--- src/design/svoq_pkg.sv ---
// Shared types and constants for the sparse voxel octree query unit.
// Used by the front end, the command queue, the back end and the top level.
package svoq_pkg;

  localparam int KIND_W     = 2;
  localparam int ADDR_W     = 13;
  localparam int WORD_W     = 32;
  localparam int COORD_W    = 19;
  localparam int POS_W      = COORD_W - 1;
  localparam int DEPTH_W    = 5;
  localparam int CFG_IDX_W  = 3;
  localparam int CFG_DATA_W = 19;
  localparam int BASE_W     = 24;
  localparam int MASK_W     = 8;

  localparam int CMD_DEPTH  = 4;
  localparam int CMD_PTR_W  = 2;
  localparam int CMD_CNT_W  = 3;

  localparam logic [WORD_W-1:0] FULL_NODE = 32'hff000000;

  localparam logic [KIND_W-1:0] KIND_NODE_WR = 2'd0;
  localparam logic [KIND_W-1:0] KIND_LEAF_WR = 2'd1;
  localparam logic [KIND_W-1:0] KIND_QUERY   = 2'd2;

  localparam logic [CFG_IDX_W-1:0] CFG_TREE_DEPTH   = 3'd0;
  localparam logic [CFG_IDX_W-1:0] CFG_SIZE_X       = 3'd1;
  localparam logic [CFG_IDX_W-1:0] CFG_SIZE_Y       = 3'd2;
  localparam logic [CFG_IDX_W-1:0] CFG_SIZE_Z       = 3'd3;
  localparam logic [CFG_IDX_W-1:0] CFG_TREE_PRESENT = 3'd4;

  typedef enum logic [1:0] {
    OP_NODE_WR = 2'd0,
    OP_LEAF_WR = 2'd1,
    OP_ZERO    = 2'd2,
    OP_WALK    = 2'd3
  } op_t;

  typedef struct packed {
    op_t                op;
    logic [ADDR_W-1:0]  address;
    logic [WORD_W-1:0]  word;
    logic [DEPTH_W-1:0] depth;
    logic [POS_W-1:0]   x;
    logic [POS_W-1:0]   y;
    logic [POS_W-1:0]   z;
  } cmd_t;

endpackage

--- src/design/svoq_front.sv ---
// Front end: holds the configuration registers, takes input beats and turns
// them into queue commands. Depends on svoq_pkg.
module svoq_front #(
  parameter int NODE_WORDS = 4096,
  parameter int LEAF_WORDS = 8192,
  parameter int MAX_DEPTH  = 16
) (
  input  logic                                 clk,
  input  logic                                 rst,
  input  logic                                 push,
  input  logic [svoq_pkg::KIND_W-1:0]          kind,
  input  logic [svoq_pkg::ADDR_W-1:0]          address,
  input  logic [svoq_pkg::WORD_W-1:0]          word,
  input  logic signed [svoq_pkg::COORD_W-1:0]  coord_x,
  input  logic signed [svoq_pkg::COORD_W-1:0]  coord_y,
  input  logic signed [svoq_pkg::COORD_W-1:0]  coord_z,
  input  logic                                 cfg_valid,
  output logic                                 cfg_ready,
  input  logic [svoq_pkg::CFG_IDX_W-1:0]       cfg_index,
  input  logic [svoq_pkg::CFG_DATA_W-1:0]      cfg_data,
  input  logic                                 q_full,
  output logic                                 enq,
  output svoq_pkg::cmd_t                       enq_data
);
  import svoq_pkg::*;

  logic [DEPTH_W-1:0] tree_depth;
  logic [COORD_W-1:0] size_x;
  logic [COORD_W-1:0] size_y;
  logic [COORD_W-1:0] size_z;
  logic               tree_present;

  logic               accept;
  logic               keep;
  logic               in_grid;
  logic [DEPTH_W-1:0] depth_eff;
  logic [COORD_W-1:0] ux;
  logic [COORD_W-1:0] uy;
  logic [COORD_W-1:0] uz;

  assign cfg_ready = 1'b1;

  always_ff @(posedge clk) begin
    if (rst) begin
      tree_depth   <= '0;
      size_x       <= COORD_W'(1);
      size_y       <= COORD_W'(1);
      size_z       <= COORD_W'(1);
      tree_present <= 1'b0;
    end else if (cfg_valid) begin
      case (cfg_index)
        CFG_TREE_DEPTH:   tree_depth   <= cfg_data[DEPTH_W-1:0];
        CFG_SIZE_X:       size_x       <= cfg_data[COORD_W-1:0];
        CFG_SIZE_Y:       size_y       <= cfg_data[COORD_W-1:0];
        CFG_SIZE_Z:       size_z       <= cfg_data[COORD_W-1:0];
        CFG_TREE_PRESENT: tree_present <= cfg_data[0];
        default: ;
      endcase
    end
  end

  assign ux = $unsigned(coord_x);
  assign uy = $unsigned(coord_y);
  assign uz = $unsigned(coord_z);

  assign in_grid = !ux[COORD_W-1] && (ux < size_x)
                && !uy[COORD_W-1] && (uy < size_y)
                && !uz[COORD_W-1] && (uz < size_z);

  assign depth_eff = (tree_depth > DEPTH_W'(MAX_DEPTH)) ? DEPTH_W'(MAX_DEPTH) : tree_depth;

  assign accept = push && !q_full;

  always_comb begin
    keep             = 1'b0;
    enq_data.op      = OP_ZERO;
    enq_data.address = address;
    enq_data.word    = word;
    enq_data.depth   = depth_eff;
    enq_data.x       = ux[POS_W-1:0];
    enq_data.y       = uy[POS_W-1:0];
    enq_data.z       = uz[POS_W-1:0];
    case (kind)
      KIND_NODE_WR: begin
        enq_data.op = OP_NODE_WR;
        keep        = 32'(address) < 32'(NODE_WORDS);
      end
      KIND_LEAF_WR: begin
        enq_data.op = OP_LEAF_WR;
        keep        = 32'(address) < 32'(LEAF_WORDS);
      end
      KIND_QUERY: begin
        enq_data.op = (tree_present && in_grid) ? OP_WALK : OP_ZERO;
        keep        = 1'b1;
      end
      default: keep = 1'b0;
    endcase
  end

  assign enq = accept && keep;

endmodule

--- config.mk ---
export PLATFORM = sky130hd
export DESIGN_NAME = svoq_front
export DESIGN_NICKNAME = d
export VERILOG_FILES = /design/src/design/svoq_pkg.sv /design/src/design/svoq_front.sv
export SDC_FILE = /design/constraint.sdc
export NUM_CORES = 1
export LEC_CHECK = 0
export BUFFER_PORTS_ARGS = -buffer_cell sky130_fd_sc_hd__buf_2
export CORE_UTILIZATION = 30
export CTS_CLUSTER_DIAMETER = 40
export DETAILED_ROUTE_END_ITERATION = 10
export PLACE_DENSITY_LB_ADDON = 0.15
export RECOVER_POWER = 50
export REMOVE_ABC_BUFFERS = 1
export SLEW_MARGIN = 10
export SYNTH_ARGS = -nofsm -noshare
export SYNTH_HDL_FRONTEND = slang
export SYNTH_SLANG_ARGS = --single-unit
--- constraint.sdc ---
create_clock -name clk -period 3.8 [get_ports clk]
set_clock_uncertainty 0.1 [all_clocks]
set_input_delay 0 -clock clk [delete_from_list [all_inputs] [get_ports clk]]
set_output_delay 0 -clock clk [all_outputs]
set_load 0.03 [all_outputs]
==> results.cfg <==
[outcome]
status = finished clean

[die]
die_h_um = 124
die_w_um = 124
dieArea_um2 = 15400
start_util_pct = 30.7
rows = 44
coreArea_um2 = 14500
ioPinCount = 239

[route]
drc = 0
drtIter0Drc = 146
vias_per_cell = 4.54
firstDrtPassIters = 4
wl_per_cell_um = 15.6
ant_nets = 0
vias = 4000
drt_wl_total_um = 13800

[final_layout]
drive_gt1_share_pct = 16.4
nets = 880
area_growth_pct = 24.3
final_area_um2 = 5550
num_antenna_cells = 0

[worst_setup_path]
crit_arrival_ns = 2.68
worstPathMaxFanout = 2
required_ns = 3.70
cp-end-kind = primary output
cp-start-kind = register
critPathKind = register to primary output

[sta]
setup_viol = 0
worstMarginPinSlew_ns = 1.21
timing.final.crit_share_pct = 73.3
period_minus_slack_ns = 2.78
maxClockFrequency_mhz = 359
rsz0062_at_grt = no
maxSlewViolCount = 0
final.setup.tns_ns = 0
finalHoldViolCount = 0
slew_headroom_pct = 19.3

[synthesis]
synth-seq-cells = 63
syn_avg_cell_area_um2 = 7.64
synthAdderAreaFrac_pct = 16.0
synthFlopType = dfxtp_1
netlist-cell-type-count = 39
synth_mux_area_share_pct = 1.34
synthArstFlopShare_pct = 0
synth_common_cells = 127 x nand2_1, 100 x buf_4, 71 x a21oi_1
yosysWarnings = 0
synth_area_leaders = dfxtp_1 28%, buf_4 17%, ha_1 16%, nand2_1 11%, a21oi_1 8.0%
syn_inst = 585
post-synth-top-count-cell = nand2_1
synth_area_um2 = 4470
synth_top_area_share_pct = 28.2
synth_edf_count = 0
synth_top_area_cell = dfxtp_1
synth_xor_area_share_pct = 0
synth_top_family_by_area = buffers and inverters
ys_seq_area_share_pct = 28.2
synth_compound_area_share_pct = 12.7
synthSimpleGateAreaFrac_pct = 18.5

[pwr]
leakage_nw = 2.23
p_per_area_nw_per_um2 = 370
p_total_mw = 2.05
max-vdd-ir-drop_uv = 201

[place]
port_buffers = 149
gp_congestion = 0.792
place_area_um2 = 4630
post-dp-hpwl_um = 10500

[clocking]
cts.htree.levels = 3
clk_root_buffer_cell = clkbuf_16
clk_pin_slew_ns = 0.05
numClockSinks = 63
cts_tree = done
ctsLongestPathBuffers = 2
clock_latency_ns = 0.32
cts_buffers = 9

[run]
drv_cap = 0

[global_route]
top_usage_layer = met2
track_usage_pct = 18.2
grt_util_met3_pct = 4.90
first_global_vias = 3754
grt_pass1_wl_um = 20400
antenna_found_initial = 3
use_met1_pct = 25.1
overflow = 0
met2_usage_pct = 28.3
grt_max_degree = 64

[min_path]
hold_class = input port to register
-- sequential cells by signal (all words and copies together) (netlist names) --
register and count:
size_x 19, tree_present 1, size_z 19, size_y 19
tree_depth 5
-- layout make-up --
type | count | area, um^2
clock buffers | 13 | 250
clock inverters | 3 | 90.1
fillers | 1606 | 8980
inverters | 57 | 214
multi-input cells | 346 | 2170
flip-flops and latches | 63 | 1260
well taps | 184 | 230
repair buffers | 215 | 1340
-- stage by stage --
stage          setup WS [ns]  hold WS, ns  util (%)  std cells
2_1_floorplan           1.38       -0.100         -        466
3_3_place_gp            1.35      -0.0998      31.8        800
3_5_place_dp            1.32      -0.0998      31.8        800
4_1_cts                0.967       0.0366      38.7        881
5_1_grt                0.806       0.0729      38.2        881
6_report                1.02       0.0565      38.2        881
-- critical path, stage by stage (launching register included) --
cell and delay (ns):
dfxtp_1 0.33, inv_1 0.04, ha_1 0.16, or4_4 0.49, a2111oi_4 0.27, nand4_1 0.16
a211o_1 0.36, nor4_2 0.30, buf_2 0.25
-- report_power, final --
group	internal (mW)	switching [mW]	total (mW)
Sequential	0.676	0.00746	0.683
Clock	0.659	0.283	0.942
Combinational	0.153	0.276	0.429
-- routing by layer --
layer / wire length, um / share of wire [%] / vias to the layer above
li1: - / - / 2030
met2: 5940 / 43 / 134
met5: 35 / 0.25 / -
met1: 6930 / 50 / 1820
met4: 41 / 0.30 / 6
met3: 829 / 6.0 / 10
-- cells in the final DEF (no fill, tap or decap), types with 2 or more instances in the layout --
cell / n
ha_1: 57
mux2i_1: 6
nand3_1: 7
buf_2: 94
nor2b_1: 6
a21o_1: 6
nand2_1: 127
nor4b_1: 3
a21oi_1: 71
dfxtp_1: 63
inv_1: 57
nor4_1: 2
a32oi_1: 2
nand3b_1: 5
clkbuf_1: 58
dlygate4sd3_1: 65
and3_1: 2
o21ai_0: 10
a211oi_1: 2
bufinv_16: 3
nand4_1: 6
clkbuf_16: 9
nand2b_1: 5
a31oi_1: 3
nor2_1: 10
-- worst paths after layout --
path	from	end	slack, ns	depth (start not counted)
min	cfg_index[1]	size_x[4]	0.06	4
max	size_y[18]	enq_data[104]	1.02	8
max reg2reg	tree_present	tree_present	2.99	2
min reg2reg	size_y[5]	size_y[5]	0.35	2
-- logic make-up after synthesis --
logic type,after synthesis
compound gates,99
fa+ha+maj,57
buf+inv,176
flops,63
mux,6
other cells,1
simple gates,183
-- what timing repair did --
item                                   4_1_cts  5_1_grt
buffers inserted                             0        0
hold buffers                                65        0
gates resized for setup                      0        0
endpoints found under the hold margin      107        0
Note: power is estimated with default switching activity, not from simulation.
