===== src/design/svoq_pkg.sv =====
// Shared types and constants for the sparse voxel octree query unit.
// Used by the front end, the command queue, the back end and the top level.
package svoq_pkg;

  localparam int KIND_W     = 2;
  localparam int ADDR_W     = 13;
  localparam int WORD_W     = 32;
  localparam int COORD_W    = 19;
  localparam int POS_W      = COORD_W - 1;
  localparam int DEPTH_W    = 5;
  localparam int CFG_IDX_W  = 3;
  localparam int CFG_DATA_W = 19;
  localparam int BASE_W     = 24;
  localparam int MASK_W     = 8;

  localparam int CMD_DEPTH  = 4;
  localparam int CMD_PTR_W  = 2;
  localparam int CMD_CNT_W  = 3;

  localparam logic [WORD_W-1:0] FULL_NODE = 32'hff000000;

  localparam logic [KIND_W-1:0] KIND_NODE_WR = 2'd0;
  localparam logic [KIND_W-1:0] KIND_LEAF_WR = 2'd1;
  localparam logic [KIND_W-1:0] KIND_QUERY   = 2'd2;

  localparam logic [CFG_IDX_W-1:0] CFG_TREE_DEPTH   = 3'd0;
  localparam logic [CFG_IDX_W-1:0] CFG_SIZE_X       = 3'd1;
  localparam logic [CFG_IDX_W-1:0] CFG_SIZE_Y       = 3'd2;
  localparam logic [CFG_IDX_W-1:0] CFG_SIZE_Z       = 3'd3;
  localparam logic [CFG_IDX_W-1:0] CFG_TREE_PRESENT = 3'd4;

  typedef enum logic [1:0] {
    OP_NODE_WR = 2'd0,
    OP_LEAF_WR = 2'd1,
    OP_ZERO    = 2'd2,
    OP_WALK    = 2'd3
  } op_t;

  typedef struct packed {
    op_t                op;
    logic [ADDR_W-1:0]  address;
    logic [WORD_W-1:0]  word;
    logic [DEPTH_W-1:0] depth;
    logic [POS_W-1:0]   x;
    logic [POS_W-1:0]   y;
    logic [POS_W-1:0]   z;
  } cmd_t;

endpackage


===== src/design/svoq_cmd_fifo.sv =====
// Short command queue between the front end and the back end.
// Depends on svoq_pkg for the command type and queue depth.
module svoq_cmd_fifo (
  input  logic           clk,
  input  logic           rst,
  input  logic           wr_en,
  input  svoq_pkg::cmd_t wr_data,
  output logic           full,
  input  logic           rd_en,
  output svoq_pkg::cmd_t rd_data,
  output logic           empty
);
  import svoq_pkg::*;

  cmd_t                 slots [CMD_DEPTH];
  logic [CMD_PTR_W-1:0] wr_ptr;
  logic [CMD_PTR_W-1:0] rd_ptr;
  logic [CMD_CNT_W-1:0] count;
  logic                 do_wr;
  logic                 do_rd;

  assign full    = count == CMD_CNT_W'(CMD_DEPTH);
  assign empty   = count == '0;
  assign do_wr   = wr_en && !full;
  assign do_rd   = rd_en && !empty;
  assign rd_data = slots[rd_ptr];

  always_ff @(posedge clk) begin
    if (do_wr) begin
      slots[wr_ptr] <= wr_data;
    end
  end

  always_ff @(posedge clk) begin
    if (rst) begin
      wr_ptr <= '0;
      rd_ptr <= '0;
      count  <= '0;
    end else begin
      if (do_wr) begin
        wr_ptr <= wr_ptr + 1'b1;
      end
      if (do_rd) begin
        rd_ptr <= rd_ptr + 1'b1;
      end
      case ({do_wr, do_rd})
        2'b10:   count <= count + 1'b1;
        2'b01:   count <= count - 1'b1;
        default: count <= count;
      endcase
    end
  end

`ifndef NO_ASSERTIONS
  a_no_overflow: assert property (@(posedge clk) disable iff (rst)
    count <= CMD_CNT_W'(CMD_DEPTH))
    else $error("command queue count beyond depth");
  a_count_track: assert property (@(posedge clk) disable iff (rst)
    (do_wr && !do_rd) |=> count == $past(count) + 1'b1)
    else $error("command queue count did not advance on write");
  a_count_drop: assert property (@(posedge clk) disable iff (rst)
    (do_rd && !do_wr) |=> count == $past(count) - 1'b1)
    else $error("command queue count did not drop on read");
`endif

endmodule


===== config.mk =====
export PLATFORM = sky130hd
export DESIGN_NAME = svoq_cmd_fifo
export DESIGN_NICKNAME = d
export VERILOG_FILES = /design/src/design/svoq_pkg.sv /design/src/design/svoq_cmd_fifo.sv
export SDC_FILE = /design/constraint.sdc
export NUM_CORES = 1
export LEC_CHECK = 0
export BUFFER_PORTS_ARGS = -buffer_cell sky130_fd_sc_hd__buf_2
export CAP_MARGIN = 20
export CORE_UTILIZATION = 51
export DETAILED_ROUTE_END_ITERATION = 16
export PLACE_DENSITY = 0.86
export SYNTH_ARGS = -nofsm -noshare
export SYNTH_HDL_FRONTEND = slang
export SYNTH_SLANG_ARGS = --single-unit

===== constraint.sdc =====
create_clock -name clk -period 3.6 [get_ports clk]
set_clock_uncertainty 0.2 [all_clocks]
set_input_delay 0 -clock clk [delete_from_list [all_inputs] [get_ports clk]]
set_output_delay 0 -clock clk [all_outputs]
set_load 0.02 [all_outputs]

==> results of run 1 <==
-- layer usage --
metal	track usage	wire (um)	up-vias
met1	0.253	12300	3917
met3	0.0553	2150	56
met4	0.0598	637	2
met5	0	13	-
li1	-	-	3340
met2	0.349	15900	286
-- cells in the mapped netlist --
master | instances | share of area
a21oi_1 | 4 | 0.0013
and2_1 | 4 | 0.0016
buf_1 | 1 | 0.00024
buf_2 | 12 | 0.0038
buf_6 | 1 | 0.00071
buf_8 | 5 | 0.0048
clkbuf_1 | 6 | 0.0014
dfxtp_1 | 9 | 0.011
edfxtp_1 | 424 | 0.81
fa_1 | 1 | 0.0013
ha_1 | 5 | 0.0040
inv_1 | 8 | 0.0019
mux2i_1 | 1 | 0.00064
mux4_2 | 106 | 0.15
nand2_1 | 1 | 0.00024
nand2b_1 | 2 | 0.00079
nor2_1 | 6 | 0.0014
nor3_1 | 1 | 0.00032
nor3b_1 | 1 | 0.00048
o21ai_0 | 3 | 0.00095
o31ai_1 | 1 | 0.00048
or3_1 | 3 | 0.0012
xor2_1 | 3 | 0.0017
-- repair_timing --
action / in CTS / in global routing
setup endpoints to repair: 0 / 0
gates resized for setup: 0 / 0
hold buffers: 116 / 0
endpoints found under the hold margin: 433 / 0
-- worst paths after layout --
| check | start | slack (ps) | cells after the start | to |
|---|---|---|---|---|
| hold reg to reg | rd_ptr[1] | 320 | 2 | flop |
| hold / removal | wr_data[17] | 30 | 2 | slots[0][17] |
| setup reg to reg | count[2] | 1090 | 9 | count[2] |
| setup / recovery | flop | 890 | 3 | rd_data[89] |
-- metrics by stage --
stage                     cell area, um^2  power (mW)  hold slack (ps)
after floorplan                     15800        8.62             -101
after global placement              17400        9.61             11.2
after detailed placement            17400        9.67             14.2
after CTS                           20000        14.4             1.13
after global routing                20000        14.8             13.8
final                               20000        14.2             27.8
-- flip-flops by register name, summed over array words and instances, names as in the netlist, named ones only --
name,flops
rd_ptr,2
wr_ptr,2
count,3
slots,424
-- logic make-up (layout without fill, tap and decap cells) --
| logic type | count (synthesis) | in the layout |
|---|---|---|
| buffers and inverters | 33 | 433 |
| AND/OR/NAND/NOR | 18 | 18 |
| adder cells (fa/ha/maj) | 6 | 6 |
| other | 0 | 2 |
| multiplexers | 107 | 107 |
| flip-flops | 433 | 433 |
| AO/OA/AOI/OAI | 8 | 8 |
| XOR/XNOR | 3 | 3 |
-- critical path, cell delays in order, from the launching register on --
cell	delay [ps]
dfxtp_4	820
buf_12	340
mux4_2	590
buf_2	190
-- report_power, final --
group	internal [mW]	switching (mW)	total, mW
combinational	1.51	1.86	3.37
clock	2.81	1.78	4.59
sequential	6.02	0.250	6.27
-- area by class of cell --
| cell class | count | area, um^2 | share of cell area |
|---|---|---|---|
| antenna | 2 | 5.00 | 0.000250 |
| multi-input combinational | 142 | 2650 | 0.133 |
| timing repair buffer | 346 | 2460 | 0.123 |
| sequential | 433 | 12900 | 0.645 |
| tap | 390 | 488 | 0.0244 |
| clock buffer | 56 | 1180 | 0.0588 |
| inverter | 8 | 30.0 | 0.00150 |
| clock inverter | 23 | 293 | 0.0146 |
-- cells in the final DEF (no fill, tap or decap), drive strengths merged, types with 5 or more instances in the layout --
| master | netlist | layout |
|---|---|---|
| edfxtp | 424 | 424 |
| buf | 19 | 230 |
| dlygate4sd3 | 0 | 116 |
| mux4 | 106 | 106 |
| clkbuf | 6 | 56 |
| clkinv | 0 | 12 |
| inv | 8 | 9 |
| dfxtp | 9 | 9 |
| bufinv | 0 | 7 |
| nor2 | 6 | 6 |
| ha | 5 | 5 |
==> out/results.ini, run 1 <==
[run_status]
status=complete, no violations

[sta]
slew_headroom=0.516
finalHoldViolCount=0
setup_violations=0
rsz0062_at_grt=no
fin_crit_ps=2710
setup_ws_ps=886
clock.fmax_mhz=368
period_share=0.754
final.setup.tns_ps=0
slew_viol_final=0
worst_pin_slew_ps=726

[final_layout]
nets=1090
layoutNonFillerInstCount=1400
syn2layout_area_growth_pct=27.1
finish.utilization=0.667
drive_gt1_frac=0.401
fillers=1852

[clock_tree]
post-cts-setup-buffers=0
cts.sinks=433
clkTransAtPathRegs_ps=60
cts_max_level=2
cts-buffers-inserted=43
cts_tree=done
clock_latency_ps=510
clk_path_buf_depth=3
cts_root_buf=clkbuf_16

[yosys]
synth.area.mux_share=0.152
syn_area_per_cell_um2=25.9
synth_xor_area_frac=0.00167
ys_seq_area_frac=0.819
synth_area_um2=15800
synthCells=608
ys_types=23
syn_nets=724
synth-seq-cells=433
yosys.area_share.adder=0.00524
synth_compound_area_frac=0.00270
yosysWarnings=0
synth_simple_gate_area_frac=0.00603
synth_top_family_by_area=multiplexers

[place]
place_ws_ps=1110
io_buffers=217
dp.cells=1203
dp_hpwl_um=17900
gp_congestion=0.768

[drt]
vias=7601
wirelength_um=31100
drt-pass1-iter-count=4
drtAntennaViolNets=0
routedWlPerCell_um=22.2
drc=0
viasPerCell=5.43
drt_iter0_markers=543

[global_routing]
antenna_found_initial=2
grt_overflow_total=0
grt_max_degree=56
track_usage=0.203
grt_pass1_wl_um=47000
grt_pass1_vias=8352

[die]
initial_utilization=0.525
ioPinCount=218
core_um2=30000
rows=63
fp.dieH_um=178
die_w_um=178
die_area_um2=31600

[pwr]
ir_worst_vdd_v=0.000651
power_density_nw_per_um2=711
power.leakage_nw=6.80

[worst_setup_path]
cp.arrival_ps=2510
critPathCaptureType=primary output
required_ps=3400
cp-start-kind=flop
crit_path_max_fanout=34
path_class=reg2out

[run]
drv_cap=0

[min_path]
worst_hold_path_type=in2reg

(Power assumes the default switching activity.)
==> inputs of run 2 (changes only) <==
--- a/config.mk
+++ b/config.mk
@@ -7,9 +7,9 @@
 export LEC_CHECK = 0
 export BUFFER_PORTS_ARGS = -buffer_cell sky130_fd_sc_hd__buf_2
 export CAP_MARGIN = 20
-export CORE_UTILIZATION = 51
+export CORE_UTILIZATION = 57
 export DETAILED_ROUTE_END_ITERATION = 16
-export PLACE_DENSITY = 0.86
+export PLACE_DENSITY = 0.9
 export SYNTH_ARGS = -nofsm -noshare
 export SYNTH_HDL_FRONTEND = slang
 export SYNTH_SLANG_ARGS = --single-unit
==> constraint.sdc (replaced) <==
create_clock -name clk -period 2.8 [get_ports clk]
set_clock_uncertainty 0.2 [all_clocks]
set_input_delay 0 -clock clk [delete_from_list [all_inputs] [get_ports clk]]
set_output_delay 0 -clock clk [all_outputs]
set_load 0.02 [all_outputs]
==> out/results.ini, run 2 (same netlist as run 1, synthesis figures left out) <==
[worst_setup_path]
crit_path_max_fanout=6  ; -82%
critPathCaptureType=flop
reg2reg_slack_ps=190  ; -900 ps
cp.arrival_ps=2850  ; +340 ps
required_ps=3040  ; -360 ps
r2r_cells=9  ; unchanged
path_class=reg2reg
timing.rr.start=count[2]
cp-start-kind=flop
r2r-end=count[2]

[global_routing]
grt_overflow_total=0  ; unchanged
grt_pass1_vias=8285  ; -0.80%
track_usage=0.238  ; +0.0350
grt_max_degree=76  ; +36%
grt_pass1_wl_um=49100  ; +4.4%
antenna_found_initial=4  ; +2

[place]
place_ws_ps=233  ; -880 ps
gp_congestion=0.779  ; +1.5%
io_buffers=217  ; unchanged
dp_hpwl_um=18700  ; +4.0%

[min_path]
whs_path_depth=2  ; unchanged
hold_start=wr_data[60]
worst_hold_path_type=in2reg
holdPathEnd=slots[0][60]

[pwr]
swShare=0.282  ; +0.00883
power.leakage_nw=6.72  ; -1.2%
report.power.total_mw=17.6  ; +24%
pwr-share-clk=0.296  ; -0.027
power_density_nw_per_um2=892  ; +26%
switchingPower_mw=4.97  ; +28%
combPwrFrac=0.254  ; +0.017
ir_worst_vdd_v=0.000701  ; +7.8%
sequentialPowerShare=0.450  ; +0.009
p_int_mw=12.7  ; +22%

[die]
initial_utilization=0.583  ; +0.0584
core_um2=27000  ; -10%
ioPinCount=218  ; unchanged
fp.dieH_um=168  ; -5.3%
rows=60  ; -4.8%
die_w_um=168  ; -5.3%
die_area_um2=28300  ; -10%

[final_layout]
drive_gt1_frac=0.400  ; -0.00119
nets=1088  ; -0.18%
most-common-layout-cells=424 x edfxtp_1, 217 x buf_2, 110 x dlygate4sd3_1
max_flop_register=slots
syn2layout_area_growth_pct=25.4
reg.largest.list=slots: 424 flops, count: 3 flops
layout_commonest_cell=edfxtp_1
largest_reg_flops=424  ; unchanged

[drt]
viasPerCell=5.78  ; +6.5%
routedWlPerCell_um=24.4  ; +10%
drt-pass1-iter-count=5  ; +1
vias=7774  ; +2.3%
drc=0  ; unchanged
wirelength_um=32800  ; +5.6%
drtAntennaViolNets=0  ; unchanged
drt_iter0_markers=705  ; +30%

[sta]
rsz0062_at_grt=no
slew_viol_final=0  ; unchanged
setup_violations=0  ; unchanged
period_share=0.933
worst_pin_slew_ps=633  ; -93.6 ps
setup_ws_ps=186  ; -700 ps
final.setup.tns_ps=0  ; unchanged
slew_headroom=0.578  ; +0.0624
hold_ws_ps=31.5  ; +3.67 ps
fin_crit_ps=2610
clock.fmax_mhz=383
finalHoldViolCount=0  ; unchanged

[clock_tree]
clkTransAtPathRegs_ps=60  ; about the same
cts-buffers-inserted=42  ; -2.3%
cts_max_level=2  ; unchanged
clk_path_buf_depth=3  ; unchanged
cts_tree=done
cts_root_buf=clkbuf_16
cts.sinks=433  ; unchanged
clock_latency_ps=530  ; +20 ps

[run_status]
status=complete, no violations

[run]
drv_cap=0  ; unchanged

run 2: repair_timing:
item | 4_1_cts | 5_1_grt
gates resized for setup | 0 | 0
setup buffers | 0 | 0
hold endpoints to repair | 434 | 0
hold buffers | 110 | 0
run 2: final cells by class:
class,instances,area [um^2]
inverters,8,30.0
repair buffers,345,2450
clock inverters,19,116
well taps,341,427
clock buffers,54,1160
flip-flops and latches,433,12900
multi-input cells,142,2650
fillers,1504,7260
diodes,3,7.51
run 2: per-layer routing:
| metal | part of all wire | wire length [um] | GRT usage | up-vias |
|---|---|---|---|---|
| met5 | 0.00040 | 13 | 0 | - |
| met4 | 0.025 | 815 | 0.0696 | 2 |
| met3 | 0.072 | 2370 | 0.0595 | 58 |
| met2 | 0.52 | 17100 | 0.410 | 355 |
| met1 | 0.38 | 12600 | 0.303 | 4030 |
| li1 | - | - | - | 3329 |
run 2: stage by stage:
stage               area [um^2]  instances   util
floorplan                 15800        608      -
global placement          17400       1159  0.643
detailed placement        17400       1159  0.643
CTS                       19800       1342  0.731
global route              19800       1345  0.731
finish                    19800       1345  0.731
run 2: worst max path at each step:
stage                  start           to  cells after the start  slack (ps)
global placement    count[2]     count[2]                      9         380
global route        count[2]     count[2]                      9          20
detailed placement  count[2]     count[2]                      9         230
CTS                 count[2]     count[2]                      9         210
finish              count[2]     count[2]                      9         190
floorplan           count[2]  slots[0][0]                      3       -0.09
run 2: critical path, cell delays in order, from the launching register on:
cell     delay [ps]
dfxtp_1         390
nor3b_1         400
nor2_1          220
inv_1           100
ha_1            180
inv_1            60
fa_1            380
xor2_1          160
or3_1           300
a21oi_1         160
run 2: power by group through the flow:
stage | registers [mW] | clock network, mW | logic (mW)
5_1_grt | 7.98 | 5.54 | 4.77
3_3_place_gp | 8.01 | 0 | 4.31
3_5_place_dp | 8.06 | 0 | 4.35
6_report | 7.94 | 5.22 | 4.48
4_1_cts | 7.94 | 5.28 | 4.53
2_1_floorplan | 7.98 | 0 | 3.11
==> inputs of run 3 (changes only) <==
--- a/config.mk
+++ b/config.mk
@@ -5,6 +5,7 @@
 export SDC_FILE = /design/constraint.sdc
 export NUM_CORES = 1
 export LEC_CHECK = 0
+export ABC_AREA = 1
 export BUFFER_PORTS_ARGS = -buffer_cell sky130_fd_sc_hd__buf_2
 export CAP_MARGIN = 20
 export CORE_UTILIZATION = 57
==> out/results.ini, run 3 <==
[run_status]
status=complete, no violations

[pwr]
sequentialPowerShare=0.429  ; -0.021
combPwrFrac=0.257  ; +0.003
switchingPower_mw=5.77  ; +16%
power.leakage_nw=7.14  ; +6.2%
swShare=0.315  ; +0.0331
ir_worst_vdd_v=0.000726  ; +3.5%
pwr-share-clk=0.314  ; +0.018
p_int_mw=12.5  ; -0.91%
power_density_nw_per_um2=906  ; +1.6%

[sta]
setup_violations=0  ; unchanged
slew_viol_final=0  ; unchanged
setup_ws_ps=225  ; +39.1 ps
finalHoldViolCount=0  ; unchanged
final.setup.tns_ps=0  ; unchanged
worst_pin_slew_ps=872  ; +239 ps
slew_headroom=0.419  ; -0.159
fin_crit_ps=2570  ; -39.1 ps
period_share=0.919  ; -0.0140
rsz0062_at_grt=no
clock.fmax_mhz=388  ; +1.5%

[clock_tree]
cts.sinks=433  ; unchanged
cts-buffers-inserted=42  ; unchanged
cts_tree=done
clock_latency_ps=520  ; about the same
clkTransAtPathRegs_ps=60  ; about the same
cts_root_buf=clkbuf_16
postCtsResizedCells=0  ; unchanged
ctsHoldBuffers=113  ; +2.7%
clk_path_buf_depth=3  ; unchanged
cts_max_level=2  ; unchanged
post-cts-setup-buffers=0  ; unchanged

[yosys]
synth_edf_count=424  ; unchanged
synth_simple_gate_area_frac=0.0565  ; +0.0505
yosysMostFrequentCell=edfxtp_1
yosysWarnings=0  ; unchanged
ys_seq_area_frac=0.798  ; -0.0213
syn_area_per_cell_um2=14.8  ; -43%
synth-seq-cells=433  ; unchanged
synth_top_family_by_area=compound AO/OA/AOI/OAI gates
yosys.area.top_type=edfxtp_1
ys.flop_type=edfxtp_1
synthCells=1094  ; +80%
synth_xor_area_frac=0  ; -0.00167
synthArstFlopShare=0  ; unchanged
synth_area_um2=16200  ; +2.7%
yosys.area_share.adder=0.00510  ; -0.000136
ys_types=19  ; -17%
synth.area.mux_share=0  ; -0.152
synth_compound_area_frac=0.109  ; +0.106
synth_top_area_share=0.787  ; -0.0210
syn_nets=1210  ; +67%
synthTopCellsByArea=edfxtp_1 79%, nor2_1 5.2%, o21ai_0 4.1%
synth_common_cells=424 x edfxtp_1, 222 x nor2_1, 133 x o21ai_0, 106 x o22ai_1, 81 x o21ai_1

[drt]
routedWlPerCell_um=20.7  ; -15%
drtAntennaViolNets=0  ; unchanged
vias=10700  ; +37%
drt-pass1-iter-count=5  ; unchanged
drt_iter0_markers=1262  ; +79%
viasPerCell=5.83  ; +0.85%
wirelength_um=37900  ; +16%
drc=0  ; unchanged

[worst_setup_path]
crit_path_max_fanout=212  ; +206
cpPeakStageDelay_ps=610  ; +210 ps
path_class=reg2out
path_cells=buf_12, o21ai_0, o22ai_1, buf_2
required_ps=2600  ; -440 ps
cp.arrival_ps=2370  ; -480 ps
cp-start-kind=flop
critPathCaptureType=primary output
slowest_stage=buf_12

[final_layout]
drive_gt1_frac=0.213  ; -0.186
finish.utilization=0.725  ; -0.00589
max_flop_register=slots
num_antenna_cells=0  ; -3
layout_commonest_cell=edfxtp_1
nets=1536  ; +41%
fillers=1600  ; +6.4%
layoutNonFillerInstCount=1831  ; +36%
largest_reg_flops=424  ; unchanged
seq_area_um2=12900  ; about the same
syn2layout_area_growth_pct=24.9
most-common-layout-cells=424 x edfxtp_1, 217 x nor2_1, 217 x buf_2
multi_input_area_um2=2800  ; +5.5%
reg.largest.list=slots: 424 flops, count: 3 flops

[die]
core_um2=27900  ; +3.1%
ioPinCount=218  ; unchanged
rows=61  ; +1.7%
fp.dieH_um=170  ; +1.3%
die_w_um=170  ; +1.3%
die_area_um2=29100  ; +2.6%
initial_utilization=0.581  ; -0.00232

[min_path]
worst_hold_path_type=in2reg

[global_routing]
antenna_found_initial=0  ; -4
grt_overflow_total=0  ; unchanged
track_usage=0.256  ; +0.0182
grt_pass1_vias=10700  ; +29%
grt_pass1_wl_um=56400  ; +15%
grt_max_degree=213  ; +180%

[run]
drv_cap=0  ; unchanged

[place]
dp_hpwl_um=18600  ; -0.27%
gp_congestion=0.771  ; -1.1%
io_buffers=217  ; unchanged
place_ws_ps=763  ; +530 ps
dp.cells=1641  ; +42%

run 3: cell types whose count changed after synthesis, sizes merged, moves of 5 or more:
cell    change
clkbuf     +22
nor2      +216
buf        +21
o22ai     +106
nand2      +14
inv        +12
mux4      -106
o21ai     +211
nand3       +5
run 3: area by class of cell:
cell class	count	area share
Sequential cell	433	0.639
Multi-Input combinational cell	573	0.139
Timing Repair Buffer	350	0.124
Clock buffer	57	0.0590
Tap cell	378	0.0234
Clock inverter	20	0.0116
Inverter	20	0.00403
run 3: path summary, 6_finish.rpt:
| check | depth (start not counted) | slack, ps | startpoint | to |
|---|---|---|---|---|
| setup / recovery | 4 | 230 | flop | rd_data[59] |
| setup reg to reg | 13 | 540 | count[2] | count[2] |
| hold reg to reg | 2 | 320 | wr_ptr[0] | wr_ptr[0] |
| hold / removal | 2 | 30 | wr_data[15] | slots[1][15] |
run 3: cells by family (layout without fill, tap and decap cells):
kind of cell    Yosys count  after routing
flops                   433            433
buf+inv                  88            447
compound gates          325            325
simple gates            242            242
fa+ha+maj                 6              6
run 3: power groups by stage:
stage / clock (mW) / combinational (mW) / sequential [mW]
6_report: 5.75 / 4.71 / 7.85
5_1_grt: 6.03 / 5.03 / 7.88
4_1_cts: 5.76 / 4.60 / 7.84
2_1_floorplan: 0 / 3.01 / 7.95
3_3_place_gp: 0 / 4.28 / 7.94
3_5_place_dp: 0 / 4.42 / 7.97
run 3: stage by stage:
step / hold slack (ps) / power, mW / area (um^2)
6_report: 27.8 / 18.3 / 20200
5_1_grt: 13.7 / 18.9 / 20200
4_1_cts: 2.00 / 18.2 / 20200
3_5_place_dp: 13.8 / 12.4 / 17600
3_3_place_gp: 8.75 / 12.2 / 17600
2_1_floorplan: -131 / 11.0 / 16200
run 3: worst max-delay path: cells and delay by family, from the launching register on:
kind	cells	cell delay, ps
buffers and inverters	2	830
AO/OA/AOI/OAI	2	550
flip-flops	1	380
run 3: routing by layer:
metal,share of wire,track usage,vias up
li1,-,-,4776
met1,0.36,0.297,5176
met2,0.53,0.460,607
met3,0.080,0.0537,114
met4,0.032,0.111,0
met5,0,0,-
